File: config.mk
export PLATFORM = sky130hd
export DESIGN_NAME = jpeg_second_image_finder_core
export DESIGN_NICKNAME = d
export VERILOG_FILES = /design/src/jsif_pkg.sv /design/src/jpeg_second_image_finder_core.sv /design/src/jsif_scan.sv
export SDC_FILE = /design/constraint.sdc
export NUM_CORES = 1
export LEC_CHECK = 0
export ABC_AREA = 1
export BUFFER_PORTS_ARGS = -buffer_cell sky130_fd_sc_hd__buf_2
export CORE_ASPECT_RATIO = 0.9
export CORE_UTILIZATION = 40
export DETAILED_ROUTE_END_ITERATION = 6
export SLEW_MARGIN = 30
export SYNTH_ARGS = -nofsm -noshare
export SYNTH_HDL_FRONTEND = slang
export SYNTH_HIERARCHICAL = 1
export SYNTH_SLANG_ARGS = --single-unit
File: constraint.sdc
create_clock -name clk -period 4.36 [get_ports clk]
set_clock_uncertainty 0.05 [all_clocks]
set_input_delay 0.218 -clock clk [delete_from_list [all_inputs] [get_ports clk]]
set_output_delay 0.218 -clock clk [all_outputs]
set_load 0.01 [all_outputs]
File: src/jsif_pkg.sv
// Shared types and constants for the JPEG second-image finder.
// Used by jsif_scan and jpeg_second_image_finder_core; no dependencies.
package jsif_pkg;

	localparam int SPLIT_W = 32;

	// marker bytes and code ranges
	localparam logic [7:0] MARK_FF  = 8'hFF;
	localparam logic [7:0] CODE_SOI = 8'hD8;
	localparam logic [7:0] CODE_EOI = 8'hD9;
	localparam logic [7:0] CODE_TEM = 8'h01;
	localparam logic [7:0] RST_LO   = 8'hD0;
	localparam logic [7:0] RST_HI   = 8'hD7;
	localparam logic [7:0] SEG1_LO  = 8'h02;
	localparam logic [7:0] SEG1_HI  = 8'hCF;
	localparam logic [7:0] SEG2_LO  = 8'hDA;
	localparam logic [7:0] SEG2_HI  = 8'hFD;
	localparam logic [15:0] MIN_LEN = 16'd2;

	typedef enum logic [2:0] {
		PS_SEEK   = 3'd0,
		PS_CODE   = 3'd1,
		PS_LEN_HI = 3'd2,
		PS_LEN_LO = 3'd3,
		PS_SKIP   = 3'd4
	} parse_t;

	typedef enum logic [1:0] {
		PH_NONE  = 2'd0,
		PH_FIRST = 2'd1,
		PH_AFTER = 2'd2
	} phase_t;

	typedef enum logic [2:0] {
		RSN_FOUND  = 3'd0,
		RSN_END    = 3'd1,
		RSN_NESTED = 3'd2,
		RSN_STRAY  = 3'd3,
		RSN_BADLEN = 3'd4
	} reason_t;

	typedef struct packed {
		phase_t      phase;
		parse_t      parse;
		logic [7:0]  len_hi;
		logic [15:0] skip;
	} scan_st_t;

	typedef struct packed {
		logic    hit;
		reason_t reason;
	} scan_res_t;

endpackage

File: src/jpeg_second_image_finder_core.sv
// JPEG second-image finder. The accepted byte is loaded into the input register, and
// its result then into the result register as the byte leaves the input register.
// Throughput: one byte per cycle; the input side stalls only while a result waits
// on a stalled output register.
// Reset: enable_q returns to 1, scan state and byte offset clear, both
// stages empty. A file's last byte rearms the scanner for the next file.
module jpeg_second_image_finder_core #(
	parameter int OFFSET_WIDTH = 32
) (
	input  logic                     clk,
	input  logic                     arst_n,
	input  logic                     cfg_valid,
	output logic                     cfg_ready,
	input  logic                     cfg_data,
	input  logic                     in_valid,
	output logic                     in_stall,
	input  logic [7:0]               data_byte,
	input  logic                     last_byte,
	output logic                     out_valid,
	input  logic                     out_stall,
	output logic                     found,
	output logic [jsif_pkg::SPLIT_W-1:0] split_offset,
	output logic [2:0]               end_reason
);
	import jsif_pkg::*;

	localparam int EXT_W = (OFFSET_WIDTH > SPLIT_W) ? OFFSET_WIDTH : SPLIT_W;

	logic                    enable_q;
	logic                    valid_s1;
	logic [7:0]              data_s1;
	logic                    last_s1;
	scan_st_t                st_q;
	scan_st_t                st_nxt;
	scan_res_t               scan_res;
	logic [OFFSET_WIDTH-1:0] pos_q;
	logic                    finished_q;
	logic                    out_valid_q;
	logic                    found_q;
	logic [SPLIT_W-1:0]      split_q;
	reason_t                 reason_q;

	logic                    out_free;
	logic                    emit;
	logic                    advance;
	logic                    fire;
	logic                    accept;
	reason_t                 reason;
	logic [OFFSET_WIDTH-1:0] hit_pos;
	logic [EXT_W-1:0]        hit_ext;

	jsif_scan u_scan (
		.enable (enable_q),
		.data   (data_s1),
		.cur    (st_q),
		.nxt    (st_nxt),
		.res    (scan_res)
	);

	assign cfg_ready = 1'b1;

	assign out_free = !out_valid_q || !out_stall;
	assign emit     = valid_s1 && !finished_q && (scan_res.hit || last_s1);
	assign advance  = !emit || out_free;
	assign fire     = valid_s1 && advance;
	assign in_stall = valid_s1 && !advance;
	assign accept   = in_valid && !in_stall;

	assign reason  = scan_res.hit ? scan_res.reason : RSN_END;
	assign hit_pos = pos_q - OFFSET_WIDTH'(1);	// offset of the FF before D8
	assign hit_ext = EXT_W'(hit_pos);

	always_ff @(posedge clk or negedge arst_n) begin
		if (!arst_n) begin
			enable_q <= 1'b1;
		end else if (cfg_valid && cfg_ready) begin
			enable_q <= cfg_data;
		end
	end

	// input register
	always_ff @(posedge clk or negedge arst_n) begin
		if (!arst_n) begin
			valid_s1 <= 1'b0;
		end else if (accept) begin
			valid_s1 <= 1'b1;
		end else if (advance) begin
			valid_s1 <= 1'b0;
		end
	end

	always_ff @(posedge clk) begin
		if (accept) begin
			data_s1 <= data_byte;
			last_s1 <= last_byte;
		end
	end

	// per-file scan state
	always_ff @(posedge clk or negedge arst_n) begin
		if (!arst_n) begin
			st_q       <= '{phase: PH_NONE, parse: PS_SEEK, len_hi: '0, skip: '0};
			pos_q      <= '0;
			finished_q <= 1'b0;
		end else if (fire) begin
			if (last_s1) begin
				st_q       <= '{phase: PH_NONE, parse: PS_SEEK, len_hi: '0, skip: '0};
				pos_q      <= '0;
				finished_q <= 1'b0;
			end else begin
				pos_q <= pos_q + OFFSET_WIDTH'(1);
				if (!finished_q) begin
					st_q <= st_nxt;
					if (emit) finished_q <= 1'b1;
				end
			end
		end
	end

	// result register
	always_ff @(posedge clk or negedge arst_n) begin
		if (!arst_n) begin
			out_valid_q <= 1'b0;
		end else if (fire && emit) begin
			out_valid_q <= 1'b1;
		end else if (!out_stall) begin
			out_valid_q <= 1'b0;
		end
	end

	always_ff @(posedge clk) begin
		if (fire && emit) begin
			found_q  <= (reason == RSN_FOUND);
			split_q  <= (reason == RSN_FOUND) ? hit_ext[SPLIT_W-1:0] : '0;
			reason_q <= reason;
		end
	end

	assign out_valid    = out_valid_q;
	assign found        = found_q;
	assign split_offset = split_q;
	assign end_reason   = reason_q;

`ifndef SYNTHESIS
	a_found_matches_reason: assert property (@(posedge clk) disable iff (!arst_n)
		out_valid_q |-> (found_q == (reason_q == RSN_FOUND)))
		else $error("found flag disagrees with end reason");

	a_offset_zero_when_missing: assert property (@(posedge clk) disable iff (!arst_n)
		(out_valid_q && !found_q) |-> (split_q == '0))
		else $error("split offset nonzero without a hit");

	a_last_rearms: assert property (@(posedge clk) disable iff (!arst_n)
		(fire && last_s1) |=> (!finished_q && pos_q == '0 && st_q.parse == PS_SEEK))
		else $error("last byte did not rearm the scanner");

	a_no_result_after_finish: assert property (@(posedge clk) disable iff (!arst_n)
		(fire && finished_q && !last_s1) |=> finished_q)
		else $error("finished flag dropped inside a file");
`endif

endmodule

File: src/jsif_scan.sv
// Marker walker: next scan state and early-stop result for one file byte.
// Purely combinational; types from jsif_pkg.
module jsif_scan (
	input  logic              enable,
	input  logic [7:0]        data,
	input  jsif_pkg::scan_st_t cur,
	output jsif_pkg::scan_st_t nxt,
	output jsif_pkg::scan_res_t res
);
	import jsif_pkg::*;

	logic [15:0] size;
	logic [15:0] skip_new;
	logic [15:0] skip_dec;

	assign size     = {cur.len_hi, data};
	assign skip_new = size - MIN_LEN;
	assign skip_dec = cur.skip - 16'd1;

	always_comb begin
		nxt        = cur;
		res.hit    = 1'b0;
		res.reason = RSN_END;
		if (enable) begin
			unique case (cur.parse)
				PS_CODE: begin
					nxt.parse = PS_SEEK;
					if (data == CODE_SOI) begin
						case (cur.phase)
							PH_NONE: nxt.phase = PH_FIRST;
							PH_AFTER: begin
								res.hit    = 1'b1;
								res.reason = RSN_FOUND;
							end
							PH_FIRST: begin
								res.hit    = 1'b1;
								res.reason = RSN_NESTED;
							end
							default: nxt.phase = PH_FIRST;
						endcase
					end else if (data == CODE_EOI) begin
						if (cur.phase == PH_FIRST) begin
							nxt.phase = PH_AFTER;
						end else begin
							res.hit    = 1'b1;
							res.reason = RSN_STRAY;
						end
					end else if (data == CODE_TEM || (data >= RST_LO && data <= RST_HI)) begin
						nxt.parse = PS_SEEK;	// standalone, nothing to skip
					end else if ((data >= SEG1_LO && data <= SEG1_HI) ||
							(data >= SEG2_LO && data <= SEG2_HI)) begin
						nxt.parse = PS_LEN_HI;
					end
				end
				PS_LEN_HI: begin
					nxt.len_hi = data;
					nxt.parse  = PS_LEN_LO;
				end
				PS_LEN_LO: begin
					if (size < MIN_LEN) begin
						res.hit    = 1'b1;
						res.reason = RSN_BADLEN;
					end else begin
						nxt.skip  = skip_new;
						nxt.parse = (skip_new != 16'd0) ? PS_SKIP : PS_SEEK;
					end
				end
				PS_SKIP: begin
					nxt.skip = skip_dec;
					if (skip_dec == 16'd0) nxt.parse = PS_SEEK;
				end
				default: nxt.parse = (data == MARK_FF) ? PS_CODE : PS_SEEK;
			endcase
		end
	end

endmodule

==> out/results.ini <==
[job]
maxCapViolations=0

[synthesis]
synth_top_area_cell=dfrtp_1
synthFlopType=dfrtp_1
syn-instance-count=1095
yosys-top-cells-count=nand2_1, nor2_1, inv_1
ys_seq_area_frac=0.383
synth_edf_count=45
synth_area_leaders=dfrtp_1, edfxtp_1, nand2_1
synth-seq-cells=110
yosys_warnings=6
syn_nets=1122
synth_area_um2=7780
netlist.area_leader.share=0.206
synthDistinctLibCells=46
syn_area_per_cell_um2=7.11
synth.most_common_cell=nand2_1
synthArstFlopShare=0.591

[setup_path]
rr_worst_depth=12
crit-reg2reg-capture=st_q[23]$_DFFE_PN0P_
critical_path.max_stage_delay_ps=640
cp-start-kind=flip-flop
arrival_ps=3300
r2r_setup_slack_ps=1290
r2r_start=data_s1[1]$_DFFE_PP_
crit_top_cell=nand3_1
crit_path_end=st_q[23]$_DFFE_PN0P_
cpMaxStageDelayCell=a21oi_4
critical_path_class=reg -> reg
worstPathRequired_ps=4590
crit_path_start=data_s1[1]$_DFFE_PP_
crit_fanout=36
endpoint_kind=flip-flop
crit_chain=nor3_1 > nand3_1 > nor2_1 > o22ai_1 > inv_1 > nand2_2 > nand3_2 > nand2_4 > a21oi_4 > buf_12 > nand3_1 > o21ai_0

[timing]
hold_viol_final=0
post-route-period-util=0.704
fin_setup_tns_ps=0
period_minus_slack_ps=3070
setup_viol=0
maxSlewHeadroom=0.485
slew_violations=0
holdWs_ps=49.1
rsz0062_at_grt=no
worst_pin_slew_ps=770
fmax_mhz=326

[cts]
cts_root_buf=clkbuf_16
clockBufferDepth=2
hold_buffers=9
post_cts_buffers=0
cts_resized=0
tritoncts=built
cts_max_level=3
clkTransAtPathRegs_ps=80
clk_latency_ps=360
cts-buffers-inserted=9
cts.sinks=110

[pwr]
powerDensity_nw_per_um2=287
finalPower_mw=2.46
power_leakage_nw=3.94
ir_worst_vdd_mv=0.187

[floorplan]
die-area_um2=20000
die_width_um=149
coreArea_um2=19100
rows=48
start_util=0.407
ios=54
dieHeight_um=134

[global_route]
grt_pass1_vias=6311
grt_antenna_before_repair=0
grt_overflow=0
grtUsageTotal=0.206
grt_start_max_net_pins=66
grt_pass1_wl_mm=32.6

[cells_and_area]
area_growth_syn_to_layout_pct=10.2
antenna_cells=0
design_area_um2=8580
drive_gt1_frac=0.143
fin_util=0.449
nFillCells=1972
fin_nets=1161

[placed_design]
hpwlAfterDp_mm=14.3
portBuffers=52
place_area_um2=8150
place_congestion=0.865

[outcome]
status=finished, final reports clean

[route]
wl_per_cell_um=14.2
drtAntennaViolNets=0
vias=6968
drt_iter0_drc=594
via_per_inst=5.02
drtPass1Iterations=6
routed_wl_mm=19.7
drc=0

[hold_path]
hold_path_class=in -> reg

==> registers in the layout, indices dropped and copies added (netlist names), 3 cells and up <==
| name | flops |
|---|---|
| split_offset | 32 |
| end_reason | 3 |
| st_q | 29 |
| pos_q | 32 |
| data_s1 | 8 |
==> critical path: cells and delay by family, from the launching register on <==
family	cells	cell delay (ps)
simple gates	7	1130
compound gates	3	850
flops	1	510
buf+inv	2	430
==> per-layer routing <==
layer | up-vias | GRT usage | wire length (um)
met5 | - | 0 | 0
met4 | 0 | 0.0408 | 147
met3 | 13 | 0.0354 | 1130
met2 | 196 | 0.296 | 8060
met1 | 3155 | 0.318 | 10400
li1 | 3604 | - | -
==> cells in the final DEF (no fill, tap or decap), types with 9 or more instances in the layout <==
cell type | Yosys | final
dlygate4sd3_1 | 0 | 10
nor2_2 | 20 | 20
xor2_1 | 11 | 11
ha_1 | 12 | 12
nand3_2 | 22 | 22
buf_2 | 17 | 52
a21oi_1 | 38 | 38
edfxtp_1 | 45 | 45
o21ai_2 | 20 | 20
nor2_1 | 169 | 168
inv_1 | 134 | 134
nand3_1 | 71 | 71
clkbuf_16 | 0 | 9
nand4_1 | 25 | 25
nor3_1 | 12 | 12
o21ai_0 | 50 | 50
dfrtp_1 | 64 | 64
o21ai_1 | 18 | 18
nand2_1 | 285 | 285
==> worst min-delay path by stage <==
stage	start	endpoint	slack (ps)	cells past startpoint
3_5_place_dp	data_byte[4]	data_s1[4]$_DFFE_PP_	350	1
2_1_floorplan	arst_n	finished_q$_DFFE_PN0P_	-130	0
4_1_cts	arst_n	st_q[23]$_DFFE_PN0P_	40	2
5_1_grt	in_valid	valid_s1$_DFFE_PN0P_	50	3
6_report	in_valid	valid_s1$_DFFE_PN0P_	50	3
3_3_place_gp	data_byte[5]	data_s1[5]$_DFFE_PP_	340	1
==> power breakdown <==
| part | internal, mW | switching [mW] |
|---|---|---|
| logic | 0.124 | 0.273 |
| clock network | 0.510 | 0.413 |
| registers | 1.12 | 0.0270 |
| total | 1.75 | 0.713 |
==> per-stage QoR <==
stage / std cells / setup slack [ps]
after floorplan: 1095 / 810
after detailed placement: 1363 / 1320
final: 1389 / 1290
after CTS: 1388 / 1290
after global routing: 1389 / 881
after global placement: 1362 / 1370
==> layout make-up <==
type,instances,area (um^2),share of cell area
Multi-Input combinational cell,804,3990,0.466
Sequential cell,110,2980,0.347
Inverter,142,537,0.0626
Timing Repair Buffer,67,434,0.0506
Tap cell,250,313,0.0365
Clock buffer,10,229,0.0267
Clock inverter,6,91.3,0.0106
==> cell families (layout without fill, tap and decap cells) <==
group,Yosys count,after routing,synth area share
DFF,110,110,0.383
xor gates and xnor gates,16,16,0.0180
and+or+nand+nor,628,628,0.361
adders and majority gates,12,12,0.0193
other,1,1,0.000482
AOI/OAI and AO/OA,146,146,0.111
buffers and inverters,181,225,0.106
muxes,1,1,0.00145
Power figures use the tool's default switching activity.
